## config.mk

```make
export PLATFORM = sky130hd
export DESIGN_NAME = radix_integer_to_ascii_core
export DESIGN_NICKNAME = d
export VERILOG_FILES = /design/src/hdl/rtic_pkg.sv /design/src/hdl/rtic_ram.sv /design/src/hdl/rtic_front.sv /design/src/hdl/rtic_queue.sv /design/src/hdl/rtic_div.sv /design/src/hdl/rtic_back.sv /design/src/hdl/radix_integer_to_ascii_core.sv
export SDC_FILE = /design/constraint.sdc
export NUM_CORES = 1
export LEC_CHECK = 0
export BUFFER_PORTS_ARGS = -buffer_cell sky130_fd_sc_hd__buf_2
export CAP_MARGIN = 20
export CELL_PAD_IN_SITES_DETAIL_PLACEMENT = 1
export CELL_PAD_IN_SITES_GLOBAL_PLACEMENT = 1
export CORE_MARGIN = 4
export CORE_UTILIZATION = 40
export CTS_CLUSTER_DIAMETER = 50
export DETAILED_ROUTE_END_ITERATION = 16
export PLACE_DENSITY = 0.67
export SKIP_CTS_REPAIR_TIMING = 1
export SLEW_MARGIN = 0
export SYNTH_ARGS = -nofsm -noshare
export SYNTH_HDL_FRONTEND = slang
export SYNTH_SLANG_ARGS = --single-unit
```

## constraint.sdc

```tcl
create_clock -name i_clk -period 17.3 [get_ports i_clk]
set_input_delay 3.46 -clock i_clk [delete_from_list [all_inputs] [get_ports i_clk]]
set_output_delay 3.46 -clock i_clk [all_outputs]
set_load 0.01 [all_outputs]
```

## src/hdl/rtic_pkg.sv

```systemverilog
// ----------------------------------------------------------------------------
// rtic_pkg
// Shared types, constants and helpers for the radix integer to ASCII core.
// ----------------------------------------------------------------------------
package rtic_pkg;

    localparam int VALUE_BITS      = 64;
    localparam int MAX_DIGITS      = VALUE_BITS;
    localparam int DIGIT_ADDR_BITS = $clog2(MAX_DIGITS);
    localparam int RADIX_BITS      = 6;
    localparam int CHAR_BITS       = 7;
    localparam int CFG_INDEX_BITS  = 1;
    localparam int CFG_DATA_BITS   = RADIX_BITS;

    // divider retires STEP_BITS dividend bits per cycle
    localparam int STEP_BITS    = 8;
    localparam int DIV_CYCLES   = (VALUE_BITS + STEP_BITS - 1) / STEP_BITS;
    localparam int DIV_PAD_BITS = DIV_CYCLES * STEP_BITS;
    localparam int DIV_CNT_BITS = (DIV_CYCLES > 1) ? $clog2(DIV_CYCLES) : 1;

    localparam int QUEUE_DEPTH    = 2;
    localparam int QUEUE_PTR_BITS = $clog2(QUEUE_DEPTH);
    localparam int QUEUE_CNT_BITS = $clog2(QUEUE_DEPTH + 1);

    localparam logic [CFG_INDEX_BITS-1:0] CFG_RADIX = 1'b0;
    localparam logic [CFG_INDEX_BITS-1:0] CFG_UPPER = 1'b1;

    localparam logic [RADIX_BITS-1:0] RADIX_RESET = 6'd2;
    localparam logic [RADIX_BITS-1:0] RADIX_MIN   = 6'd2;
    localparam logic [RADIX_BITS-1:0] RADIX_MAX   = 6'd36;

    localparam logic [RADIX_BITS-1:0] DIGIT_NINE = 6'd9;
    localparam logic [RADIX_BITS-1:0] DIGIT_TEN  = 6'd10;

    localparam logic [CHAR_BITS-1:0] CHAR_ZERO    = 7'h30;
    localparam logic [CHAR_BITS-1:0] CHAR_LOWER_A = 7'h61;
    localparam logic [CHAR_BITS-1:0] CHAR_UPPER_A = 7'h41;

    // one conversion job as it sits in the queue
    typedef struct packed {
        logic [VALUE_BITS-1:0] value;
        logic [RADIX_BITS-1:0] radix;
        logic                  upper;
    } t_job;

    typedef struct packed {
        logic full;
        logic empty;
    } t_queue_status;

    function automatic logic [CHAR_BITS-1:0] digit_to_ascii(
        input logic [RADIX_BITS-1:0] d,
        input logic                  upper
    );
        logic [CHAR_BITS-1:0] base;
        base = upper ? CHAR_UPPER_A : CHAR_LOWER_A;
        if (d > DIGIT_NINE) begin
            return CHAR_BITS'(d - DIGIT_TEN) + base;
        end
        return CHAR_BITS'(d) + CHAR_ZERO;
    endfunction

endpackage

```

## src/hdl/rtic_ram.sv

```systemverilog
// ----------------------------------------------------------------------------
// rtic_ram
// Generic simple dual-port RAM, one write port, one registered read port.
// ----------------------------------------------------------------------------
module rtic_ram #(
    parameter int WIDTH = 8,
    parameter int DEPTH = 64
) (
    input  logic                     i_clk,
    input  logic                     i_we,
    input  logic [$clog2(DEPTH)-1:0] i_waddr,
    input  logic [WIDTH-1:0]         i_wdata,
    input  logic [$clog2(DEPTH)-1:0] i_raddr,
    output logic [WIDTH-1:0]         o_rdata
);

    logic [WIDTH-1:0] r_mem [DEPTH];
    logic [WIDTH-1:0] r_rdata;

    always_ff @(posedge i_clk) begin
        if (i_we) begin
            r_mem[i_waddr] <= i_wdata;
        end
        r_rdata <= r_mem[i_raddr];
    end

    assign o_rdata = r_rdata;

endmodule

```

## src/hdl/rtic_front.sv

```systemverilog
// ----------------------------------------------------------------------------
// rtic_front
// Configuration registers and input side: masks the value, clamps the radix
// and packs a job for the queue.
// ----------------------------------------------------------------------------
module rtic_front
    import rtic_pkg::*;
(
    input  logic                      i_clk,
    input  logic                      i_rst_n,
    input  logic                      i_cfg_we,
    input  logic [CFG_INDEX_BITS-1:0] i_cfg_index,
    input  logic [CFG_DATA_BITS-1:0]  i_cfg_data,
    input  logic                      i_in_valid,
    input  logic [63:0]               i_value,
    input  t_queue_status             i_q_status,
    output logic                      o_in_stall,
    output logic                      o_push,
    output t_job                      o_job
);

    logic [RADIX_BITS-1:0] r_radix;
    logic                  r_upper;
    logic [RADIX_BITS-1:0] radix_eff;

    always_ff @(posedge i_clk) begin
        if (!i_rst_n) begin
            r_radix <= RADIX_RESET;
            r_upper <= 1'b0;
        end else if (i_cfg_we) begin
            case (i_cfg_index)
                CFG_RADIX: r_radix <= i_cfg_data;
                CFG_UPPER: r_upper <= i_cfg_data[0];
                default:   ;
            endcase
        end
    end

    always_comb begin
        if (r_radix < RADIX_MIN) begin
            radix_eff = RADIX_MIN;
        end else if (r_radix > RADIX_MAX) begin
            radix_eff = RADIX_MAX;
        end else begin
            radix_eff = r_radix;
        end
    end

    assign o_in_stall  = i_q_status.full;
    assign o_push      = i_in_valid && !i_q_status.full;
    assign o_job.value = i_value[VALUE_BITS-1:0];
    assign o_job.radix = radix_eff;
    assign o_job.upper = r_upper;

endmodule

```

## src/hdl/rtic_queue.sv

```systemverilog
// ----------------------------------------------------------------------------
// rtic_queue
// Short job FIFO between front and back.
// ----------------------------------------------------------------------------
module rtic_queue
    import rtic_pkg::*;
(
    input  logic          i_clk,
    input  logic          i_rst_n,
    input  logic          i_push,
    input  t_job          i_job,
    input  logic          i_pop,
    output t_job          o_job,
    output t_queue_status o_status
);

    t_job                      r_mem [QUEUE_DEPTH];
    logic [QUEUE_PTR_BITS-1:0] r_wr_ptr;
    logic [QUEUE_PTR_BITS-1:0] r_rd_ptr;
    logic [QUEUE_CNT_BITS-1:0] r_count;

    always_ff @(posedge i_clk) begin
        if (i_push) begin
            r_mem[r_wr_ptr] <= i_job;
        end
    end

    always_ff @(posedge i_clk) begin
        if (!i_rst_n) begin
            r_wr_ptr <= '0;
            r_rd_ptr <= '0;
            r_count  <= '0;
        end else begin
            if (i_push) begin
                r_wr_ptr <= (r_wr_ptr == QUEUE_PTR_BITS'(QUEUE_DEPTH - 1)) ? '0
                                                                          : r_wr_ptr + 1'b1;
            end
            if (i_pop) begin
                r_rd_ptr <= (r_rd_ptr == QUEUE_PTR_BITS'(QUEUE_DEPTH - 1)) ? '0
                                                                          : r_rd_ptr + 1'b1;
            end
            case ({i_push, i_pop})
                2'b10:   r_count <= r_count + 1'b1;
                2'b01:   r_count <= r_count - 1'b1;
                default: r_count <= r_count;
            endcase
        end
    end

    assign o_job          = r_mem[r_rd_ptr];
    assign o_status.full  = (r_count == QUEUE_CNT_BITS'(QUEUE_DEPTH));
    assign o_status.empty = (r_count == '0);

endmodule

```

## src/hdl/rtic_div.sv

```systemverilog
// ----------------------------------------------------------------------------
// rtic_div
// Iterative restoring divider: value by radix, STEP_BITS quotient bits a cycle.
// ----------------------------------------------------------------------------
module rtic_div
    import rtic_pkg::*;
(
    input  logic                  i_clk,
    input  logic                  i_rst_n,
    input  logic                  i_start,
    input  logic [VALUE_BITS-1:0] i_dividend,
    input  logic [RADIX_BITS-1:0] i_divisor,
    output logic                  o_done,
    output logic [VALUE_BITS-1:0] o_quotient,
    output logic [RADIX_BITS-1:0] o_remainder
);

    logic [DIV_PAD_BITS-1:0] r_work;
    logic [RADIX_BITS-1:0]   r_rem;
    logic [RADIX_BITS-1:0]   r_divisor;
    logic [DIV_CNT_BITS-1:0] r_cnt;
    logic                    r_busy;
    logic                    r_done;

    logic [DIV_PAD_BITS-1:0] n_work;
    logic [RADIX_BITS-1:0]   n_rem;

    // STEP_BITS compare/subtract steps on the narrow remainder
    always_comb begin
        logic [RADIX_BITS:0]  t;
        logic [STEP_BITS-1:0] q;
        logic [RADIX_BITS-1:0] rem;
        rem = r_rem;
        q   = '0;
        for (int i = 0; i < STEP_BITS; i++) begin
            t = {rem, r_work[DIV_PAD_BITS-1-i]};
            if (t >= {1'b0, r_divisor}) begin
                q[STEP_BITS-1-i] = 1'b1;
                rem = RADIX_BITS'(t - {1'b0, r_divisor});
            end else begin
                rem = t[RADIX_BITS-1:0];
            end
        end
        n_rem  = rem;
        n_work = (r_work << STEP_BITS) | DIV_PAD_BITS'(q);
    end

    always_ff @(posedge i_clk) begin
        if (!i_rst_n) begin
            r_busy <= 1'b0;
            r_done <= 1'b0;
            r_cnt  <= '0;
        end else if (i_start) begin
            r_busy <= 1'b1;
            r_done <= 1'b0;
            r_cnt  <= '0;
        end else if (r_busy) begin
            r_cnt <= r_cnt + 1'b1;
            if (r_cnt == DIV_CNT_BITS'(DIV_CYCLES - 1)) begin
                r_busy <= 1'b0;
                r_done <= 1'b1;
            end
        end else begin
            r_done <= 1'b0;
        end
    end

    always_ff @(posedge i_clk) begin
        if (i_start) begin
            r_work    <= DIV_PAD_BITS'(i_dividend);
            r_rem     <= '0;
            r_divisor <= i_divisor;
        end else if (r_busy) begin
            r_work <= n_work;
            r_rem  <= n_rem;
        end
    end

    assign o_done      = r_done;
    assign o_quotient  = r_work[VALUE_BITS-1:0];
    assign o_remainder = r_rem;

endmodule

```

## src/hdl/rtic_back.sv

```systemverilog
// ----------------------------------------------------------------------------
// rtic_back
// Conversion sequencer: divides repeatedly, stacks digits, then pops them
// most significant first into the output register.
// ----------------------------------------------------------------------------
module rtic_back
    import rtic_pkg::*;
(
    input  logic                 i_clk,
    input  logic                 i_rst_n,
    input  t_job                 i_job,
    input  t_queue_status        i_q_status,
    output logic                 o_pop,
    input  logic                 i_out_stall,
    output logic                 o_out_valid,
    output logic [CHAR_BITS-1:0] o_digit_char,
    output logic                 o_last_digit
);

    typedef enum logic [1:0] {
        S_IDLE,
        S_DIVIDE,
        S_READ,
        S_LOAD
    } t_state;

    t_state                   r_state,  n_state;
    logic [DIGIT_ADDR_BITS-1:0] r_cnt,  n_cnt;
    logic [RADIX_BITS-1:0]    r_radix,  n_radix;
    logic                     r_upper,  n_upper;
    logic                     r_out_valid, n_out_valid;
    logic [CHAR_BITS-1:0]     r_out_char,  n_out_char;
    logic                     r_out_last,  n_out_last;

    logic                  div_start;
    logic [VALUE_BITS-1:0] div_dividend;
    logic [RADIX_BITS-1:0] div_divisor;
    logic                  div_done;
    logic [VALUE_BITS-1:0] div_quot;
    logic [RADIX_BITS-1:0] div_rem;
    logic                  ram_we;
    logic [RADIX_BITS-1:0] ram_rdata;
    logic                  out_free;

    rtic_div u_div (
        .i_clk       (i_clk),
        .i_rst_n     (i_rst_n),
        .i_start     (div_start),
        .i_dividend  (div_dividend),
        .i_divisor   (div_divisor),
        .o_done      (div_done),
        .o_quotient  (div_quot),
        .o_remainder (div_rem)
    );

    rtic_ram #(
        .WIDTH (RADIX_BITS),
        .DEPTH (MAX_DIGITS)
    ) u_stack (
        .i_clk   (i_clk),
        .i_we    (ram_we),
        .i_waddr (r_cnt),
        .i_wdata (div_rem),
        .i_raddr (r_cnt),
        .o_rdata (ram_rdata)
    );

    assign out_free = !r_out_valid || !i_out_stall;

    always_comb begin
        n_state      = r_state;
        n_cnt        = r_cnt;
        n_radix      = r_radix;
        n_upper      = r_upper;
        n_out_valid  = r_out_valid && i_out_stall;
        n_out_char   = r_out_char;
        n_out_last   = r_out_last;
        o_pop        = 1'b0;
        div_start    = 1'b0;
        div_dividend = i_job.value;
        div_divisor  = i_job.radix;
        ram_we       = 1'b0;
        case (r_state)
            S_IDLE: begin
                if (!i_q_status.empty) begin
                    o_pop     = 1'b1;
                    div_start = 1'b1;
                    n_radix   = i_job.radix;
                    n_upper   = i_job.upper;
                    n_cnt     = '0;
                    n_state   = S_DIVIDE;
                end
            end
            S_DIVIDE: begin
                div_dividend = div_quot;
                div_divisor  = r_radix;
                if (div_done) begin
                    ram_we = 1'b1;
                    // stop on a zero quotient or a full digit stack
                    if (div_quot == '0 ||
                        r_cnt == DIGIT_ADDR_BITS'(MAX_DIGITS - 1)) begin
                        n_state = S_READ;
                    end else begin
                        div_start = 1'b1;
                        n_cnt     = r_cnt + 1'b1;
                    end
                end
            end
            S_READ: begin
                n_state = S_LOAD;
            end
            S_LOAD: begin
                if (out_free) begin
                    n_out_valid = 1'b1;
                    n_out_char  = digit_to_ascii(ram_rdata, r_upper);
                    n_out_last  = (r_cnt == '0);
                    if (r_cnt == '0) begin
                        n_state = S_IDLE;
                    end else begin
                        n_cnt   = r_cnt - 1'b1;
                        n_state = S_READ;
                    end
                end
            end
            default: n_state = S_IDLE;
        endcase
    end

    always_ff @(posedge i_clk) begin
        if (!i_rst_n) begin
            r_state     <= S_IDLE;
            r_out_valid <= 1'b0;
            r_cnt       <= '0;
        end else begin
            r_state     <= n_state;
            r_out_valid <= n_out_valid;
            r_cnt       <= n_cnt;
        end
        r_radix    <= n_radix;
        r_upper    <= n_upper;
        r_out_char <= n_out_char;
        r_out_last <= n_out_last;
    end

    assign o_out_valid  = r_out_valid;
    assign o_digit_char = r_out_char;
    assign o_last_digit = r_out_last;

endmodule

```

## src/hdl/radix_integer_to_ascii_core.sv

```systemverilog
// ----------------------------------------------------------------------------
// radix_integer_to_ascii_core
// Converts an unsigned value into ASCII digits in a programmable radix.
// ----------------------------------------------------------------------------
// Each accepted value is emitted as a run of ASCII digits in the configured
// radix (2..36, register values outside that range clamp to the nearest end),
// most significant digit first, no leading zeros, zero giving a single '0'.
// o_last_digit marks the final character of a run. Letters follow the
// upper_case register. The value is divided out one digit at a time by an
// iterative divider that retires 8 dividend bits a cycle, each remainder
// going onto the digit stack RAM; the digits are then popped from the
// stack, and the next job is taken from the queue. An output stall while a
// character waits holds back the next character. A two-entry job queue lets
// up to two further values transfer in while a run is under way, and the
// output register holds a character while the next job starts.
// ----------------------------------------------------------------------------
module radix_integer_to_ascii_core
    import rtic_pkg::*;
(
    input  logic                      i_clk,
    input  logic                      i_rst_n,
    // configuration: index 0 radix, index 1 upper_case
    input  logic                      i_cfg_we,
    input  logic [CFG_INDEX_BITS-1:0] i_cfg_index,
    input  logic [CFG_DATA_BITS-1:0]  i_cfg_data,
    // value channel
    input  logic                      i_in_valid,
    output logic                      o_in_stall,
    input  logic [63:0]               i_value,
    // character channel
    output logic                      o_out_valid,
    input  logic                      i_out_stall,
    output logic [6:0]                o_digit_char,
    output logic                      o_last_digit
);

    t_job          front_job;
    t_job          queue_job;
    t_queue_status q_status;
    logic          push;
    logic          pop;

    // front: config registers, radix clamp, value masking
    rtic_front u_front (
        .i_clk       (i_clk),
        .i_rst_n     (i_rst_n),
        .i_cfg_we    (i_cfg_we),
        .i_cfg_index (i_cfg_index),
        .i_cfg_data  (i_cfg_data),
        .i_in_valid  (i_in_valid),
        .i_value     (i_value),
        .i_q_status  (q_status),
        .o_in_stall  (o_in_stall),
        .o_push      (push),
        .o_job       (front_job)
    );

    // the job carries its own radix and case, so a run never sees a later write
    rtic_queue u_queue (
        .i_clk    (i_clk),
        .i_rst_n  (i_rst_n),
        .i_push   (push),
        .i_job    (front_job),
        .i_pop    (pop),
        .o_job    (queue_job),
        .o_status (q_status)
    );

    // back: divide loop, digit stack, output register
    rtic_back u_back (
        .i_clk        (i_clk),
        .i_rst_n      (i_rst_n),
        .i_job        (queue_job),
        .i_q_status   (q_status),
        .o_pop        (pop),
        .i_out_stall  (i_out_stall),
        .o_out_valid  (o_out_valid),
        .o_digit_char (o_digit_char),
        .o_last_digit (o_last_digit)
    );

endmodule

```

==> results list <==
* Portion of synthesized cell area occupied by the leading cell type: 0.6729
* Number of top-level pins: 86
* Insertion delay to the later sink of the worst-skew pair: 640 ps
- Number of failing hold endpoints at the final stage: 0
- In this run the remaining antenna-violating nets after routing total 0.
- In this run the register-to-register setup slack is 1060 ps.
- Slowest stage cell, crit path: sky130_fd_sc_hd__a221oi_4
- In the finished design, the share of the clock period the worst path needs comes to 0.9390.
- The number of cells on the worst reg-to-reg path is 74.
- STA puts the critical path data required time at 17750 ps.
- The initial antenna violation count came to 2.
* Weighted congestion at the end of routability-driven global placement: 0.8375
- Reg-to-Reg End: u_back.u_div.o_remainder[4]$_SDFFE_PP0P_
- STA classifies the critical path endpoint as a flip-flop.
- The cell that appears most often on the critical path is sky130_fd_sc_hd__ha_1.
- M1 wire length: 30610 µm
* Depth of the CTS H-tree: 3
- The total overflow left after global routing is 0.
- Library cell with the highest instance count after synthesis: sky130_fd_sc_hd__edfxtp_1
- Dominant cells by area after synthesis: sky130_fd_sc_hd__edfxtp_1, sky130_fd_sc_hd__a22oi_1, sky130_fd_sc_hd__mux2i_1, sky130_fd_sc_hd__ha_1, sky130_fd_sc_hd__dfxtp_1
* Max-slew headroom: 0.2353
* Cell Count, Final, Fillers Out: 2895
- The first TritonRoute pass finished after 6 iterations.
- Setup violations remaining at the end of the flow were counted as 0.
- Dividing the detail-routed wire length by the instance count gives approximately 25 µm.
- In this run the core area contains 95 standard-cell rows.
- For this run, the leading register cell type out of synthesis is sky130_fd_sc_hd__edfxtp_1.
* Reg clk slew, reported paths: about 60 ps
- Critical path class: reg -> reg
- The first global-routing pass estimated 107400 µm of wire.
- Sum of buffers and inverters on the critical path: 3
* CP arrival: 16690 ps
* Effective utilization at floorplan: 0.4045
- Drt total wl: 72750 µm
- The routed design could run at a clock period as short as about 16000 ps.
- Once placement completed, the tool counted placed cells totaling 2742.
- For this run, the number of Yosys warnings is 0.
* Number of DRC markers in iteration 0: 1430
- Largest net degree at the start of global routing: 113
- The worst register-to-register path begins at u_back.u_div.r_divisor[1]$_DFFE_PP_.
- Of the synthesized area, sequential elements account for 0.7008.
- Max-slew violation count: 0
* Run status: finished, final reports clean
- Wire segments on met2 add up to about 35000 µm in the final route.
- Summing all multi-input logic gate instances after layout gives 7700 µm².
- In this run the most critical hold path is launched from u_front.r_upper$_SDFFE_PN0P_.
- For the final database, setup skew stands at 44.58 ps.
- Yosys mapped the design onto 77 distinct sky130hd cell types.
- Synthesized net count: 2000
- Final core area utilization: 0.4667
- In this run the worst path has a maximum fanout of 10.
- The clock drives approximately 650 sinks.
* Met3 Routed Length: 4251 µm
* Setup crit start kind: flip-flop
- Largest delay share family, worst path: compound AO/OA/AOI/OAI gates
- Pre-CTS worst setup slack: roughly 84 ps
- The worst hold path was traced through 2 stages.
- Number of design rule violations left after detail routing: 0
* Max-cap violations: 0
- Summing all flip-flop and latch instances after layout gives 19120 µm².
- Number of filler cells placed in the layout: 6629
* Placeable core region: 67400 µm²
- The synthesized design contains 611 enable-type register cells.
- Highest clock frequency the design can meet: 61.56 MHz
* TritonCTS clock tree: done
- Number of buffers created by CTS: 77
- Detailed-route vias per instance: between 5 and 6
- Across all layers, the routed design uses around 17000 vias.
- Cell types with the highest counts after synthesis: sky130_fd_sc_hd__edfxtp_1, sky130_fd_sc_hd__nor2_1, sky130_fd_sc_hd__a22oi_1
- The average instance in the mapped netlist occupies 14.75 µm².
* Root Buffer Master: sky130_fd_sc_hd__clkbuf_16
* Fraction of final layout cells with drive strength greater than 1: 0.1564
- Port buffering added 85 buffers.
- Final worst setup slack: 1056 ps
* Transition at the pin with the smallest max-transition slack: 1143 ps
* Via count of the first global-routing pass: around 17000
- Detailed placement ended at an HPWL of around 45000 µm.
- Highest signal layer in the routed design: met5
- Post-Syn Instances: 1849
* Total global routing track utilization: 0.1963
- Area of the die: about 72000 µm²
- After synthesis the netlist holds a flip-flop and latch count of 649.
* Post-synth ARST share: 0
* Worst Hold Path EP: u_front.r_upper$_SDFFE_PN0P_
- No sink is reached through more buffers than the 3 on the longest clock path.
- Nets@finish: 2111
- The synthesized netlist occupies a cell area of 27260 µm².
- Total Neg Setup Slack: 0 ps
- In this design, the stage delay of the slowest critical-path cell is 450 ps.
- The min-delay analysis places its worst path in the category reg -> reg.
* Leading area contributor after synthesis: sky130_fd_sc_hd__edfxtp_1
- Chip Height: 269.1 µm
* Area growth from synthesis to layout: 15.37%
- Overall die width: approximately 270 µm
sequential cells by signal, summed over array words and instances, names as in the netlist, 7 cells and up, named ones only:
name                     count
u_queue.r_mem              142
u_back.u_stack.r_mem       384
u_back.o_digit_char          7
u_back.u_div.o_quotient     64
how the worst max path moves through the flow:
stage / end / cells past startpoint / from / slack (ps)
2_1_floorplan: u_back.u_div.o_remainder[3]$_SDFFE_PP0P_ / 78 / u_back.u_div.o_remainder[0]$_SDFFE_PP0P_ / 1600
3_3_place_gp: u_back.u_div.o_remainder[1]$_SDFFE_PP0P_ / 74 / u_back.u_div.r_divisor[1]$_DFFE_PP_ / 980
3_5_place_dp: u_back.u_div.o_remainder[4]$_SDFFE_PP0P_ / 74 / u_back.u_div.r_divisor[2]$_DFFE_PP_ / 80
4_1_cts: u_back.u_div.o_remainder[4]$_SDFFE_PP0P_ / 74 / u_back.u_div.r_divisor[1]$_DFFE_PP_ / -50
5_1_grt: u_back.u_div.o_remainder[4]$_SDFFE_PP0P_ / 76 / u_back.u_div.r_divisor[1]$_DFFE_PP_ / -4
6_report: u_back.u_div.o_remainder[4]$_SDFFE_PP0P_ / 74 / u_back.u_div.r_divisor[1]$_DFFE_PP_ / 1060
cell type report:
type	instances	area share
Sequential cell	649	0.6078
Antenna cell	1	0.00007955
Tap cell	873	0.03472
Timing Repair Buffer	126	0.02434
Inverter	50	0.006046
Multi-Input combinational cell	1056	0.2448
Clock inverter	41	0.01734
Clock buffer	99	0.06487
logic make-up after synthesis:
family	count (synthesis)	synth area share
mux	117	0.04612
buf+inv	145	0.02129
simple gates	373	0.06521
xor+xnor	39	0.01253
fa+ha+maj	76	0.03754
compound gates	450	0.1165
flops	649	0.7008
stage by stage:
stage | area (µm²) | hold slack, ps
2_1_floorplan | 27260 | 425.4
3_3_place_gp | 28690 | 481.5
3_5_place_dp | 28690 | 515.8
4_1_cts | 31280 | 526.9
5_1_grt | 31460 | 535.6
6_report | 31460 | 520.5
worst min-delay path, cell delays in order, from the launching register on:
cell	delay, ps
sky130_fd_sc_hd__dfxtp_1	340
sky130_fd_sc_hd__nand2_1	60
sky130_fd_sc_hd__a21boi_0	70
routing by layer:
layer | global-route usage | vias to the layer above
met5 | 0 | -
li1 | - | 7467
met1 | 0.2557 | 8502
met4 | 0.07191 | 2
met2 | 0.3264 | 540
met3 | 0.04197 | 142
layout by cell type (no fill, tap or decap), types with 9 or more instances in the layout:
cell type	count
sky130_fd_sc_hd__edfxtp_1	611
sky130_fd_sc_hd__nor2_1	161
sky130_fd_sc_hd__a22oi_1	124
sky130_fd_sc_hd__a21oi_1	104
sky130_fd_sc_hd__buf_2	85
sky130_fd_sc_hd__mux2i_1	82
sky130_fd_sc_hd__clkbuf_16	78
sky130_fd_sc_hd__ha_1	65
sky130_fd_sc_hd__nand2_1	58
sky130_fd_sc_hd__inv_1	48
sky130_fd_sc_hd__buf_4	39
sky130_fd_sc_hd__a31oi_1	35
sky130_fd_sc_hd__a22o_1	35
sky130_fd_sc_hd__a221oi_1	34
sky130_fd_sc_hd__dfxtp_1	31
sky130_fd_sc_hd__o21ai_0	30
sky130_fd_sc_hd__mux2_2	27
sky130_fd_sc_hd__xnor2_1	25
sky130_fd_sc_hd__nand3_1	24
sky130_fd_sc_hd__nand4_1	23
sky130_fd_sc_hd__nor4_1	22
sky130_fd_sc_hd__nor2b_1	20
sky130_fd_sc_hd__clkbuf_1	20
sky130_fd_sc_hd__a21o_1	17
sky130_fd_sc_hd__xor2_1	14
sky130_fd_sc_hd__nand2b_1	11
sky130_fd_sc_hd__a21boi_0	10
sky130_fd_sc_hd__fa_1	10
sky130_fd_sc_hd__clkinv_2	9
Power is not shown: default switching activity piles up to over one toggle a cycle in this logic, so the estimate is an artifact.
